$ cat src/dpwm_pkg.sv
// Shared types and constants for the two-channel dimmer PWM.
package dpwm_pkg;

	// Width of the period register and of every tick counter.
	localparam int unsigned PERIOD_W = 10;

	// Period after reset, in ticks.
	localparam logic [PERIOD_W-1:0] PERIOD_RST = PERIOD_W'(10);

	// Item opcodes.
	typedef enum logic {
		OP_TICK   = 1'b0,
		OP_UPDATE = 1'b1
	} dpwm_op_t;

	// Per-channel control for one processed item.
	typedef struct packed {
		logic tick;
		logic update;
		logic on_mode;
		logic dim_mode;
	} dpwm_ctrl_t;

endpackage

$ cat src/dpwm_scale.sv
// Duty scaling: floor(period * duty / (2^SAMPLE_BITS - 1)) without a divider.
module dpwm_scale #(
	parameter int unsigned SAMPLE_BITS = 12
) (
	input  logic [dpwm_pkg::PERIOD_W-1:0] period,
	input  logic [SAMPLE_BITS-1:0]        duty,
	output logic [dpwm_pkg::PERIOD_W-1:0] on_ticks
);

	localparam int unsigned PW = dpwm_pkg::PERIOD_W + SAMPLE_BITS;
	localparam int unsigned YW =
		((SAMPLE_BITS > dpwm_pkg::PERIOD_W) ? SAMPLE_BITS : dpwm_pkg::PERIOD_W) + 1;
	localparam logic [SAMPLE_BITS-1:0] FULL = '1;

	logic [PW-1:0] prod;
	logic [YW-1:0] q1;
	logic [YW-1:0] y1;
	logic [YW-1:0] q2;
	logic [YW-1:0] y2;
	logic          corr;
	logic [YW-1:0] quot;

	// Division by 2^S - 1: x = q*2^S + r = q*(2^S - 1) + (q + r), so fold the
	// high part back onto the low part twice; what is left is below twice the
	// divisor and needs a single compare.
	always_comb begin
		prod = PW'(period) * PW'(duty);
		q1   = YW'(prod >> SAMPLE_BITS);
		y1   = q1 + YW'(prod[SAMPLE_BITS-1:0]);
		q2   = y1 >> SAMPLE_BITS;
		y2   = q2 + YW'(y1[SAMPLE_BITS-1:0]);
		corr = (y2 >= YW'(FULL));
		quot = q1 + q2 + YW'(corr);
	end

	// The quotient never exceeds the period since the duty is at most full scale.
	assign on_ticks = quot[dpwm_pkg::PERIOD_W-1:0];

endmodule

$ cat src/dpwm_channel.sv
// One PWM channel: phase lengths, tick counter, pin level and held brightness.
module dpwm_channel #(
	parameter int unsigned SAMPLE_BITS = 12
) (
	input  logic                          clk,
	input  logic                          arst_n,
	input  dpwm_pkg::dpwm_ctrl_t          ctrl,
	input  logic [SAMPLE_BITS-1:0]        sample,
	input  logic [dpwm_pkg::PERIOD_W-1:0] period,
	output logic                          level_nxt
);

	localparam int unsigned CW = dpwm_pkg::PERIOD_W;

	logic [CW-1:0]          count_q;
	logic [CW-1:0]          high_q;
	logic [CW-1:0]          low_q;
	logic                   level_q;
	logic [SAMPLE_BITS-1:0] held_q;

	logic [SAMPLE_BITS-1:0] duty;
	logic [CW-1:0]          on_ticks;
	logic [CW-1:0]          limit;
	logic                   wrap;

	// Off channels get zero duty; dimming channels follow the sample; other on channels use the held brightness.
	always_comb begin
		if (!ctrl.on_mode) begin
			duty = '0;
		end else if (ctrl.dim_mode) begin
			duty = sample;
		end else begin
			duty = held_q;
		end
	end

	dpwm_scale #(
		.SAMPLE_BITS(SAMPLE_BITS)
	) u_scale (
		.period  (period),
		.duty    (duty),
		.on_ticks(on_ticks)
	);

	// Phase end test; a zero-length next phase keeps the current level.
	always_comb begin
		limit     = level_q ? high_q : low_q;
		wrap      = (count_q >= limit);
		level_nxt = level_q;
		if (ctrl.tick && wrap) begin
			if (level_q) begin
				level_nxt = (low_q != '0) ? 1'b0 : 1'b1;
			end else begin
				level_nxt = (high_q != '0) ? 1'b1 : 1'b0;
			end
		end
	end

	// Counter and pin level advance on ticks; phase lengths change on updates.
	always_ff @(posedge clk or negedge arst_n) begin
		if (!arst_n) begin
			count_q <= '0;
			high_q  <= '0;
			low_q   <= dpwm_pkg::PERIOD_RST;
			level_q <= 1'b0;
			held_q  <= '1;
		end else begin
			if (ctrl.tick) begin
				count_q <= wrap ? CW'(1) : count_q + CW'(1);
				level_q <= level_nxt;
			end
			if (ctrl.update) begin
				high_q <= on_ticks;
				low_q  <= period - on_ticks;
				if (ctrl.on_mode && ctrl.dim_mode) begin
					held_q <= sample;
				end
			end
		end
	end

	// After an update the two phases always add up to the period.
	a_phase_sum: assert property (@(posedge clk) disable iff (!arst_n)
		ctrl.update |=> ({1'b0, high_q} + {1'b0, low_q}) == {1'b0, $past(period)})
		else $error("phase lengths do not add up to the period");

	// A tick always leaves a nonzero count.
	a_count_nz: assert property (@(posedge clk) disable iff (!arst_n)
		ctrl.tick |=> count_q != '0)
		else $error("tick counter is zero after a tick");

	// The level only changes on a tick that ends a phase.
	a_level_hold: assert property (@(posedge clk) disable iff (!arst_n)
		!(ctrl.tick && wrap) |=> $stable(level_q))
		else $error("pin level changed without a phase end");

	// An update item never moves the counter.
	a_update_count: assert property (@(posedge clk) disable iff (!arst_n)
		(ctrl.update && !ctrl.tick) |=> $stable(count_q))
		else $error("counter moved on an update item");

endmodule

$ cat src/two_channel_dimmer_pwm.sv
// Top level of the two-channel dimmer PWM: input stage, channels, result register.
//
// Each input item is either a tick, which advances both channel counters, or a
// duty update, which recomputes both channels' on and off times from the sample
// and the mode flags. The block takes one item per clock cycle unless out_ready
// stalls the result register; every item returns exactly one result with both
// pin levels after that item, through the input register, then the result
// register. The duty scaling multiply and its constant division sit between
// those two registers. The period register is written through its own channel,
// which is always ready, and should only be written while no item is in flight.
module two_channel_dimmer_pwm #(
	parameter int unsigned SAMPLE_BITS = 12
) (
	input  logic                          clk,
	input  logic                          arst_n,
	// configuration write channel
	input  logic                          cfg_valid,
	output logic                          cfg_ready,
	input  logic [dpwm_pkg::PERIOD_W-1:0] period_ticks,
	// input items
	input  logic                          in_valid,
	output logic                          in_ready,
	input  logic                          opcode,
	input  logic [SAMPLE_BITS-1:0]        pot_sample,
	input  logic                          on_mode_a,
	input  logic                          dim_mode_a,
	input  logic                          on_mode_b,
	input  logic                          dim_mode_b,
	// results
	output logic                          out_valid,
	input  logic                          out_ready,
	output logic                          level_a,
	output logic                          level_b
);

	logic [dpwm_pkg::PERIOD_W-1:0] period_q;

	logic                   valid_s1;
	dpwm_pkg::dpwm_op_t     op_s1;
	logic [SAMPLE_BITS-1:0] sample_s1;
	logic                   on_a_s1;
	logic                   dim_a_s1;
	logic                   on_b_s1;
	logic                   dim_b_s1;

	logic out_valid_q;
	logic level_a_q;
	logic level_b_q;

	logic                 advance;
	logic                 is_tick;
	logic                 is_update;
	dpwm_pkg::dpwm_ctrl_t ctrl_a;
	dpwm_pkg::dpwm_ctrl_t ctrl_b;
	logic                 level_a_nxt;
	logic                 level_b_nxt;

	// Period register; every transfer on the configuration channel writes it.
	assign cfg_ready = 1'b1;

	always_ff @(posedge clk or negedge arst_n) begin
		if (!arst_n) begin
			period_q <= dpwm_pkg::PERIOD_RST;
		end else if (cfg_valid) begin
			period_q <= period_ticks;
		end
	end

	// The staged item moves on whenever the result register is free or draining.
	assign advance  = valid_s1 && (!out_valid_q || out_ready);
	assign in_ready = !valid_s1 || advance;

	// Input register.
	always_ff @(posedge clk or negedge arst_n) begin
		if (!arst_n) begin
			valid_s1 <= 1'b0;
		end else if (in_ready) begin
			valid_s1 <= in_valid;
		end
	end

	always_ff @(posedge clk) begin
		if (in_valid && in_ready) begin
			op_s1     <= dpwm_pkg::dpwm_op_t'(opcode);
			sample_s1 <= pot_sample;
			on_a_s1   <= on_mode_a;
			dim_a_s1  <= dim_mode_a;
			on_b_s1   <= on_mode_b;
			dim_b_s1  <= dim_mode_b;
		end
	end

	// Decode the staged item into per-channel control.
	assign is_tick   = advance && (op_s1 == dpwm_pkg::OP_TICK);
	assign is_update = advance && (op_s1 == dpwm_pkg::OP_UPDATE);

	always_comb begin
		ctrl_a.tick     = is_tick;
		ctrl_a.update   = is_update;
		ctrl_a.on_mode  = on_a_s1;
		ctrl_a.dim_mode = dim_a_s1;
		ctrl_b.tick     = is_tick;
		ctrl_b.update   = is_update;
		ctrl_b.on_mode  = on_b_s1;
		ctrl_b.dim_mode = dim_b_s1;
	end

	dpwm_channel #(
		.SAMPLE_BITS(SAMPLE_BITS)
	) u_chan_a (
		.clk      (clk),
		.arst_n   (arst_n),
		.ctrl     (ctrl_a),
		.sample   (sample_s1),
		.period   (period_q),
		.level_nxt(level_a_nxt)
	);

	dpwm_channel #(
		.SAMPLE_BITS(SAMPLE_BITS)
	) u_chan_b (
		.clk      (clk),
		.arst_n   (arst_n),
		.ctrl     (ctrl_b),
		.sample   (sample_s1),
		.period   (period_q),
		.level_nxt(level_b_nxt)
	);

	// Result register; holds until the result transfer completes.
	always_ff @(posedge clk or negedge arst_n) begin
		if (!arst_n) begin
			out_valid_q <= 1'b0;
		end else if (advance) begin
			out_valid_q <= 1'b1;
		end else if (out_ready) begin
			out_valid_q <= 1'b0;
		end
	end

	always_ff @(posedge clk) begin
		if (advance) begin
			level_a_q <= level_a_nxt;
			level_b_q <= level_b_nxt;
		end
	end

	assign out_valid = out_valid_q;
	assign level_a   = level_a_q;
	assign level_b   = level_b_q;

	// A staged item that cannot move on stays staged.
	a_stage_hold: assert property (@(posedge clk) disable iff (!arst_n)
		(valid_s1 && !advance) |=> valid_s1)
		else $error("staged item lost while the result register was full");

	// Every item that leaves the input stage produces a pending result.
	a_result_made: assert property (@(posedge clk) disable iff (!arst_n)
		advance |=> out_valid_q)
		else $error("processed item did not produce a result");

	// Tick and update control are never raised together.
	a_ctrl_excl: assert property (@(posedge clk) disable iff (!arst_n)
		!(is_tick && is_update))
		else $error("tick and update decoded at once");

endmodule
$ cat config.mk
export PLATFORM = sky130hd
export DESIGN_NAME = two_channel_dimmer_pwm
export DESIGN_NICKNAME = d
export VERILOG_FILES = /design/src/dpwm_pkg.sv /design/src/dpwm_scale.sv /design/src/dpwm_channel.sv /design/src/two_channel_dimmer_pwm.sv
export SDC_FILE = /design/constraint.sdc
export NUM_CORES = 1
export LEC_CHECK = 0
export ABC_AREA = 1
export CAP_MARGIN = 20
export CORE_MARGIN = 5
export CORE_UTILIZATION = 32
export CTS_CLUSTER_SIZE = 14
export DETAILED_ROUTE_END_ITERATION = 6
export DONT_BUFFER_PORTS = 1
export PLACE_DENSITY = 0.46
export SYNTH_ARGS = -nofsm -noshare
export SYNTH_HDL_FRONTEND = slang
export SYNTH_SLANG_ARGS = --single-unit
$ cat constraint.sdc
create_clock -name clk -period 11.5 [get_ports clk]
set_clock_uncertainty 0.15 [all_clocks]
set_input_delay 2.3 -clock clk [delete_from_list [all_inputs] [get_ports clk]]
set_output_delay 2.3 -clock clk [all_outputs]
set_load 0.05 [all_outputs]
======== Word level (Yosys, flattened, before mapping) ========
Cells that the tools add are included.
word-level totals
  bits in latches ......................... 0
  bits in writable memories ............... 0
  bits of input ports ..................... 32
  bits in registers ....................... 117
  memories ................................ 0
  bits in read-only memories .............. 0
  output and inout port bits .............. 5
cells by class
  multiply operators ...................... 2
  add/subtract/negate cells ............... 12
  equality and inequality tests ........... 0
  reduce and logical (&&, ||, !) cells .... 19
  bitwise logic cells ..................... 1
  order comparisons ....................... 4
  shifts and indexed selects .............. 0
  div/mod/pow operators ................... 0
  mux-type cells .......................... 18
operator list
  operator                                               number
  two-way mux 12 bit                                     4
  multiplier 10 x 12 -> 22 bit                           2
  adder 10 x 1 -> 10 bit                                 4
  two-way mux 10 bit                                     4
  nonzero test 10 bit                                    4
  adder 1 x 12 -> 13 bit                                 2
  adder 10 x 12 -> 13 bit                                2
  >= comparator 13 x 12 -> 1 bit, second input constant  2
  adder 10 x 1 -> 10 bit, second input constant          2
  >= comparator 10 bit                                   2
  subtractor 10 bit                                      2
  two-way mux 1 bit                                      10
  logical AND 1 bit                                      8
  AND reduction 2 bit                                    2
  logical NOT 1 bit                                      2
  logical OR 1 bit                                       2
  nonzero test 2 bit                                     1
  inverter 1 bit                                         1

======== Longest topological paths before layout ========
Gate-level depths: netlist of run 1.
  depth after elaboration ................. 8
  depth in mapped cells ................... 67
  mapped depth without buffers ............ 66

======== Cells and area by module ========
Synthesis of run 1 repeated with hierarchy kept, for this count alone.
second synthesis, totals
  cell total of the unflattened synthesis .. 2,376
  area total of the unflattened synthesis .. 17,076.4 sq um
by module, submodules not included
  module                         cells each  area each (sq um)  times used
  dpwm_scale (u_chan_b.u_scale)  758         5,141.2            1
  dpwm_scale (u_chan_a.u_scale)  742         5,114.9            1
  dpwm_channel (u_chan_a)        406         2,902.8            1
  dpwm_channel (u_chan_b)        392         2,797.7            1
  two_channel_dimmer_pwm         78          1,119.8            1

======== Least setup slack after synthesis of run 1 ========
Ideal clock, no wire load.
  path type ............................... register to register
  start ................................... register dim_b_s1
  end ..................................... register u_chan_b.low_q[9]
  clock period less this slack ............ 10,516 ps
  slack ................................... 984 ps
  arrival time ............................ 10,248 ps
  stages on the path, launching flop included .. 66
  path through ............................ edfxtp_1 > inv_1 > clkbuf_1 > nor2_1 > nor3_1 > nand2_1 > fa_1 > inv_1 > fa_1 > inv_1 > fa_1 > inv_1 > fa_1 > inv_1 > fa_1 > inv_1 > ha_1 > nand2_1 > [... 30 more ...] > o21bai_1 > inv_1 > nand4_1 > nor2_1 > fa_1 > ha_1 > nand3_2 > nor2_2 > nand3_1 > nor3_1 > xor2_1 > ha_1 > inv_1 > o21bai_1 > nor2_2 > nand4_1 > nand3_1 > nand2_1
on the way
  longest elaborated chain between the ends .. 8
  elaborated cells between the ends (all ways) .. 9
  those cells by class .................... add/sub: 5; mul: 1; order compare: 1; mux: 2
RTL lines
  item                            RTL line                      text
  start: declaration              two_channel_dimmer_pwm.sv:44  logic dim_b_s1;
  start signal: assignment        two_channel_dimmer_pwm.sv:89  dim_b_s1 <= dim_mode_b;
  two-way mux 12 bit *            dpwm_channel.sv:30            end else if (ctrl.dim_mode) begin
  two-way mux 12 bit *            dpwm_channel.sv:28            if (!ctrl.on_mode) begin
  multiplier 10 x 12 -> 22 bit *  dpwm_scale.sv:27              prod = PW'(period) * PW'(duty);
  adder 10 x 12 -> 13 bit         dpwm_scale.sv:29              y1 = q1 + YW'(prod[SAMPLE_BITS-1:0]);
  adder 1 x 12 -> 13 bit          dpwm_scale.sv:31              y2 = q2 + YW'(y1[SAMPLE_BITS-1:0]);
  >= comparator 13 x 12 -> 1 bit  dpwm_scale.sv:32              corr = (y2 >= YW'(FULL));
  adder 10 x 1 -> 10 bit *        dpwm_scale.sv:33              quot = q1 + q2 + YW'(corr);
  subtractor 10 bit *             dpwm_channel.sv:74            low_q <= period - on_ticks;
  end signal: assignment          dpwm_channel.sv:64            low_q <= dpwm_pkg::PERIOD_RST;
  end signal: assignment          dpwm_channel.sv:74
  end: declaration                dpwm_channel.sv:17            logic [CW-1:0] low_q;
Every way passes the cells marked *; elsewhere a longest branch is shown, timed or not.
A chain may end at the register's enable or synchronous reset.

======== Final worst setup path of run 1 ========
  start ................................... register on_b_s1
  end ..................................... register u_chan_b.low_q[9]
on the way
  longest elaborated chain between the ends .. 7
  elaborated cells between the ends (all ways) .. 8
  those cells by class .................... add/sub: 5; mul: 1; order compare: 1; mux: 1
RTL lines
  item                            RTL line                      text
  start: declaration              two_channel_dimmer_pwm.sv:43  logic on_b_s1;
  start signal: assignment        two_channel_dimmer_pwm.sv:88  on_b_s1 <= on_mode_b;
  two-way mux 12 bit *            dpwm_channel.sv:28
  multiplier 10 x 12 -> 22 bit *  dpwm_scale.sv:27
  adder 10 x 12 -> 13 bit         dpwm_scale.sv:29
  adder 1 x 12 -> 13 bit          dpwm_scale.sv:31
  >= comparator 13 x 12 -> 1 bit  dpwm_scale.sv:32
  adder 10 x 1 -> 10 bit *        dpwm_scale.sv:33
  subtractor 10 bit *             dpwm_channel.sv:74
Marks and branches as above.

==> impl_results.rst, run 1 <==
.. list-table::
   :header-rows: 1

   * - Metric
     - Value
   * - Status
     - completed
   * - Final Instance Area
     - 18600 µm²
   * - Area post-placement
     - 17600 µm²
   * - Global placer's final weighted congestion
     - 0.869
   * - Via count normalized by instance count
     - 4.77
   * - Leakage Power
     - 9.85 nW
   * - Layout Area Growth over Synthesis
     - 12.8%
   * - Antenna violations before repair
     - 2
   * - Antenna Nets Post-Route
     - 0
   * - Vias in the first global route
     - 14504
   * - Slew Viols, Final
     - 0
   * - CP Data Required Time
     - 11650 ps
   * - Share of the synthesized area in the top cell type
     - 19.6%
   * - Worst-path cell with the longest stage delay
     - fa_1
   * - Ratio of cells with drive above 1 in the final layout
     - 14.1%
   * - Most frequent cell after synthesis
     - nand2_1
   * - DR vias
     - 14209
   * - Total global-route track usage
     - 17.5%
   * - Critical path fanouts, max
     - 6
   * - Hold Violations, Final
     - 0
   * - CTS tree
     - yes
   * - Core Region
     - 51200 µm²
   * - Ports placed on the boundary
     - 37
   * - Max transition margin
     - 41.0%
   * - Final-layout fill cell count
     - 5404
   * - Die area
     - 56300 µm²
   * - Critical path class
     - reg2reg
   * - Ratio of total power to cell area
     - 263 nW/µm²
   * - Initial standard-cell utilization of the core
     - 32.3%
   * - Total negative setup slack
     - 0 ps
   * - Synthesis Warnings
     - 0
   * - Sequential share of the synthesized area
     - 18.5%
   * - Worst hold-check slack
     - 324 ps
   * - Leading cell types by total area after synthesis
     - fa_1 20%, ha_1 13%, nand2_1 12%
   * - Clock Tree Root
     - clkbuf_16
   * - Number of distinct standard cells referenced by the synthesized netlist
     - 58
   * - Post-route minimum period
     - 10850 ps
   * - Number of optimization iterations in the first detailed-route pass
     - 5
   * - Iteration-0 DRC Markers
     - 666
   * - Clock latency of the later-clocked register in the worst-skew pair
     - 420 ps
   * - Count of unresolved DRC violations after routing
     - 0
   * - Overall overflow remaining after global route
     - 0
   * - Port bufs
     - 0
   * - Total placed cells including tap cells
     - 2920
   * - Worst setup timing slack at the placement stage
     - 59.1 ps
   * - Tot Pwr
     - 4.91 mW
   * - List of most frequent post-synthesis cells
     - 527 x nand2_1, 406 x inv_1, 247 x nor2_1
   * - Number of rows in the core area
     - 83
   * - Horizontal die dimension
     - 237 µm
   * - Number of buffers added by the clock tree synthesis step
     - 17
   * - DRT Wirelength
     - 49.0 mm
   * - Seq cells post-synth
     - 117
   * - Number of levels in the clock H-tree
     - 4
   * - CTS clk-pin slew, worst paths
     - 50 ps
   * - Path depth of the worst reg2reg path
     - 64
   * - Share of the core filled with cells in the final layout
     - 36.4%
   * - Type of the most critical hold path
     - reg2reg
   * - Pin count of the biggest net entering global routing
     - 99
   * - Synthesized instance count
     - 2228
   * - Most Frequent Cell on Critical Path
     - nand2_1
   * - Startpoint class of the critical path
     - flop
   * - Primary flip-flop cell chosen by synthesis mapping
     - dfrtp_1
   * - Syn Area/Cell
     - 7.41 µm²
   * - Synthesized netlist net count
     - 2588
   * - Post-route non-filler standard cell count
     - 2978
   * - Final period utilization
     - 94.4%
   * - Wire length per cell
     - 16.4 µm
   * - Clock tree buffer depth
     - 2
   * - Library cell occupying the most area in the post-synthesis netlist
     - fa_1
   * - Transition time at the pin with the least slew margin
     - 885 ps
   * - Wire length of the first global-routing pass
     - 79.2 mm
   * - Clock sinks
     - 117
   * - Longest individual stage delay on the worst path
     - 540 ps
   * - Final Net Count
     - 2644
   * - Post-route worst setup slack
     - 647 ps
   * - Worst Setup End Kind
     - flop
   * - CP arrival
     - 11000 ps
   * - Maximum clock frequency
     - 92.1 MHz
   * - Hpwl dp
     - 40.3 mm
   * - Max capacitance violation total
     - 0
   * - Depth of the worst hold-timing path
     - 2
   * - Post-Syn Area
     - 16500 µm²
   * - Chip Height
     - 237 µm
   * - Final setup viols
     - 0
   * - Proportion of register bits with asynchronous set or reset after synthesis
     - 83.8%
   * - Post-synth EDFFs
     - 19
   * - Max VDD drop
     - 0.195 mV
==> cell families after synthesis <==
group / count (synthesis) / share of synthesized area (%)
simple gates: 1050 / 28.0
fa+ha+maj: 328 / 32.2
buf+inv: 465 / 10.6
xor+xnor: 59 / 3.44
other cells: 1 / 0.0227
compound gates: 208 / 7.15
flops: 117 / 18.5
==> placed cells by master, fill, tap and decap left out, drive strengths merged, types with 19 or more instances in the layout <==
master	n
dfrtp	68
nand2	585
fa	162
ha	166
nor2	266
a21oi	60
xor2	40
clkbuf	25
edfxtp	19
nor3	45
nand3	99
dfstp	30
o21ai	118
buf	79
inv	413
nand4	25
==> critical path: cells and delay by family (launching register included) <==
family | cells | cell delay, ps
compound gates | 6 | 950
xor+xnor | 1 | 230
fa+ha+maj | 12 | 4420
buf+inv | 12 | 1080
flops | 1 | 410
simple gates | 33 | 3490
==> final cells by class <==
class	instances	area, µm²	area share (%)
flip-flops and latches	117	3060	16.4
multi-input cells	1646	11900	63.9
well taps	680	851	4.57
repair buffers	79	597	3.20
repair inverters	2	15.0	0.0806
diodes	1	2.50	0.0134
clock buffers	25	528	2.83
inverters	421	1600	8.58
clock inverters	7	66.3	0.356
==> state kept, by name, summed over array words and instances (netlist names) <==
name,flops
dim_a_s1,1
dim_b_s1,1
level_a,1
level_b,1
on_a_s1,1
on_b_s1,1
op_s1,1
out_valid,1
period_q,10
sample_s1,12
u_chan_a.count_q,10
u_chan_a.held_q,12
u_chan_a.high_q,10
u_chan_a.level_q,1
u_chan_a.low_q,10
u_chan_b.count_q,10
u_chan_b.held_q,12
u_chan_b.high_q,10
u_chan_b.level_q,1
u_chan_b.low_q,10
valid_s1,1
==> where the power goes <==
| part | switching [mW] | internal [mW] | total [mW] |
|---|---|---|---|
| sequential | 0.113 | 0.577 | 0.690 |
| clock | 0.193 | 0.339 | 0.532 |
| combinational | 2.36 | 1.33 | 3.69 |
| total | 2.66 | 2.25 | 4.91 |
==> layer usage <==
metal | track usage (%) | wire length [µm] | share of wire, %
met5 | 0 | 13 | 0.027
met4 | 4.95 | 1340 | 2.7
met3 | 3.30 | 2400 | 4.9
met2 | 28.5 | 22300 | 46
met1 | 23.9 | 22900 | 47
==> final timing paths <==
kind | startpoint | slack (ps) | end
worst max-delay path | on_b_s1$_DFFE_PP_ | 650 | u_chan_b.low_q[9]$_DFFE_PN0P_
worst min register to register | u_chan_b.low_q[1]$_DFFE_PN1P_ | 320 | u_chan_b.low_q[1]$_DFFE_PN1P_
worst max register to register | on_b_s1$_DFFE_PP_ | 650 | u_chan_b.low_q[9]$_DFFE_PN0P_
min in group asynchronous | arst_n | 1420 | u_chan_b.count_q[3]$_DFFE_PN0P_
max in group asynchronous | arst_n | 9560 | u_chan_a.held_q[10]$_DFFE_PN1P_
worst min-delay path | u_chan_b.low_q[1]$_DFFE_PN1P_ | 320 | u_chan_b.low_q[1]$_DFFE_PN1P_
==> repair_timing <==
| item | in CTS | in global routing |
|---|---|---|
| resized for setup | 1 | 58 |
| gates cloned | 0 | 2 |
| endpoints found under the setup margin | 1 | 25 |
| buffers inserted | 0 | 23 |
| hold buffers | 0 | 0 |
| pin swaps | 0 | 21 |
Power figures use the tool's default switching activity.
==> inputs of run 2 (changes only) <==
CTS_BUF_LIST = sky130_fd_sc_hd__clkbuf_16   (was default)
==> impl_results.rst, run 2 (synthesis results as in run 1) <==
.. list-table::
   :header-rows: 1

   * - Metric
     - Value
   * - Ratio of cells with drive above 1 in the final layout
     - 13.9%
   * - Hpwl dp
     - 40.3 mm
   * - Max VDD drop
     - 0.196 mV
   * - Overall overflow remaining after global route
     - 0
   * - Final setup viols
     - 0
   * - Leakage Power
     - 9.84 nW
   * - Chip Height
     - 237 µm
   * - Wire length of the first global-routing pass
     - 79.2 mm
   * - CTS tree
     - yes
   * - Clock Tree Root
     - clkbuf_16
   * - CP arrival
     - 10990 ps
   * - Pin count of the biggest net entering global routing
     - 99
   * - CP delay by family, top
     - adder cells
   * - Longest individual stage delay on the worst path
     - 540 ps
   * - Design internal power
     - 2.22 mW
   * - Vias in the first global route
     - 14480
   * - Largest registers in the final layout
     - sample_s1: 12 flops, u_chan_a.held_q: 12 flops, u_chan_b.held_q: 12 flops
   * - Area of the multi-input gates
     - 11900 µm²
   * - Most common cell after layout, fill and taps aside
     - nand2_1
   * - Count of unresolved DRC violations after routing
     - 0
   * - DR vias
     - 14190
   * - Startpoint class of the critical path
     - flop
   * - Die area
     - 56300 µm²
   * - Layout Area Growth over Synthesis
     - 12.7%
   * - Clock tree buffer depth
     - 2
   * - Number of levels in the clock H-tree
     - 4
   * - Register area
     - 3060 µm²
   * - Depth of the worst hold-timing path
     - 2
   * - Highest-count cells in the layout ignoring fill and taps
     - 522 x nand2_1, 403 x inv_1, 238 x nor2_1
   * - Transition time at the pin with the least slew margin
     - 866 ps
   * - Status
     - completed
   * - Ports placed on the boundary
     - 37
   * - Combinational fraction of design power
     - 75.5%
   * - Number of buffers added by the clock tree synthesis step
     - 17
   * - Iteration-0 DRC Markers
     - 693
   * - Net Sw Power
     - 2.66 mW
   * - Maximum clock frequency
     - 92.3 MHz
   * - Most Frequent Cell on Critical Path
     - nand2_1
   * - Total stage count of the critical path
     - 64
   * - Total global-route track usage
     - 17.5%
   * - Endpoint of the lowest-slack register-to-register path
     - u_chan_b.low_q[9]$_DFFE_PN0P_
   * - Clock Power Share
     - 10.4%
   * - DRT Wirelength
     - 48.9 mm
   * - Reg2reg setup slack
     - 670 ps
   * - Final period utilization
     - 94.2%
   * - Clock latency of the later-clocked register in the worst-skew pair
     - 420 ps
   * - Antenna violations before repair
     - 2
   * - CP Capture Point
     - u_chan_b.low_q[9]$_DFFE_PN0P_
   * - Post-route minimum period
     - 10830 ps
   * - Clock sinks
     - 117
   * - Horizontal die dimension
     - 237 µm
   * - Antenna Nets Post-Route
     - 0
   * - Worst hold-check slack
     - 325 ps
   * - Switching part of the total
     - 54.5%
   * - Critical path fanouts, max
     - 6
   * - Launch point of the critical path
     - on_b_s1$_DFFE_PP_
   * - Type of the most critical hold path
     - reg2reg
   * - Global placer's final weighted congestion
     - 0.869
   * - Worst Setup End Kind
     - flop
   * - Number of rows in the core area
     - 83
   * - Initial standard-cell utilization of the core
     - 32.3%
   * - Core Region
     - 51200 µm²
   * - Via count normalized by instance count
     - 4.76
   * - Startpoint of the worst register-to-register path
     - on_b_s1$_DFFE_PP_
   * - Worst-path cell with the longest stage delay
     - fa_1
   * - CP Data Required Time
     - 11650 ps
   * - Critical path class
     - reg2reg
   * - Slew Viols, Final
     - 0
   * - Path depth of the worst reg2reg path
     - 64
   * - Final Net Count
     - 2644
   * - Bufs and invs on worst path
     - 13
   * - Final-layout fill cell count
     - 5407
   * - Part of the power in registers
     - 14.1%
   * - CTS clk-pin slew, worst paths
     - 50 ps
   * - Number of optimization iterations in the first detailed-route pass
     - 5
   * - Wire length per cell
     - 16.4 µm
   * - Max transition margin
     - 42.2%
   * - Share of the core filled with cells in the final layout
     - 36.3%
   * - Hold Violations, Final
     - 0
   * - Max capacitance violation total
     - 0
   * - Port bufs
     - 0
   * - Ratio of total power to cell area
     - 263 nW/µm²
[run 2: changes by cell type in the layout (fill, tap and decap cells not counted), sizes merged]
cell	before	now
clkbuf	25	19
clkinv	7	10
inv	413	416
[run 2: per-layer routing]
metal / vias up / part of all wire, % / track usage [%]
li1: 7017 / - / -
met1: 6839 / 47 / 23.9
met2: 256 / 45 / 28.5
met3: 76 / 4.8 / 3.31
met4: 2 / 2.7 / 4.88
met5: - / 0.027 / 0
[run 2: worst min-delay path by stage]
| stage | start | end | slack (ps) |
|---|---|---|---|
| after floorplan | u_chan_a.low_q[8]$_DFFE_PN0P_ | u_chan_a.low_q[8]$_DFFE_PN0P_ | 300 |
| after global placement | u_chan_a.low_q[1]$_DFFE_PN1P_ | u_chan_a.low_q[1]$_DFFE_PN1P_ | 320 |
| after detailed placement | u_chan_b.low_q[1]$_DFFE_PN1P_ | u_chan_b.low_q[1]$_DFFE_PN1P_ | 320 |
| after CTS | u_chan_b.low_q[1]$_DFFE_PN1P_ | u_chan_b.low_q[1]$_DFFE_PN1P_ | 330 |
| after global routing | u_chan_a.high_q[4]$_DFFE_PN0P_ | u_chan_a.high_q[4]$_DFFE_PN0P_ | 350 |
| final | u_chan_b.low_q[1]$_DFFE_PN1P_ | u_chan_b.low_q[1]$_DFFE_PN1P_ | 320 |
[run 2: area by class of cell]
cell class / instances / share of cell area, %
Antenna cell: 1 / 0.0134
Clock buffer: 19 / 2.56
Clock inverter: 13 / 0.477
Inverter: 421 / 8.59
Multi-Input combinational cell: 1646 / 64.0
Sequential cell: 117 / 16.4
Tap cell: 680 / 4.57
Timing Repair Buffer: 79 / 3.21
Timing Repair inverter: 2 / 0.0807
[run 2: power groups by stage]
stage               combinational, mW  sequential [mW]  clock (mW)
CTS                              3.55            0.690       0.521
global placement                 3.50            0.695           0
detailed placement               3.51            0.695           0
finish                           3.69            0.690       0.509
floorplan                        2.61            0.651           0
global route                     4.22            0.709       0.542
[run 2: timing repair]
item                                    CTS  global route
pin swaps                                 0            21
endpoints found under the setup margin    1            25
hold buffers                              0             0
buffers inserted                          0            23
gates resized for setup                   1            58
gates cloned                              0             2
[run 2: metrics by stage]
step	setup TNS [ps]	total power, mW	area [µm²]	cells	setup WS, ps
2_1_floorplan	0	3.26	16500	2228	984
3_3_place_gp	0	4.19	17600	2920	129
3_5_place_dp	0	4.20	17600	2920	59.1
4_1_cts	0	4.76	18200	2952	39.5
5_1_grt	-89.3	5.47	18600	2978	-43.7
6_report	0	4.88	18600	2978	666
[run 2: worst reg2reg max path: cells and delay by family, from the launching register on]
| kind | cells | cell delay, ps |
|---|---|---|
| XOR/XNOR | 1 | 230 |
| buffers and inverters | 13 | 1170 |
| AND/OR/NAND/NOR | 31 | 3300 |
| AO/OA/AOI/OAI | 7 | 1030 |
| adder cells (fa/ha/maj) | 12 | 4410 |
| flip-flops | 1 | 410 |
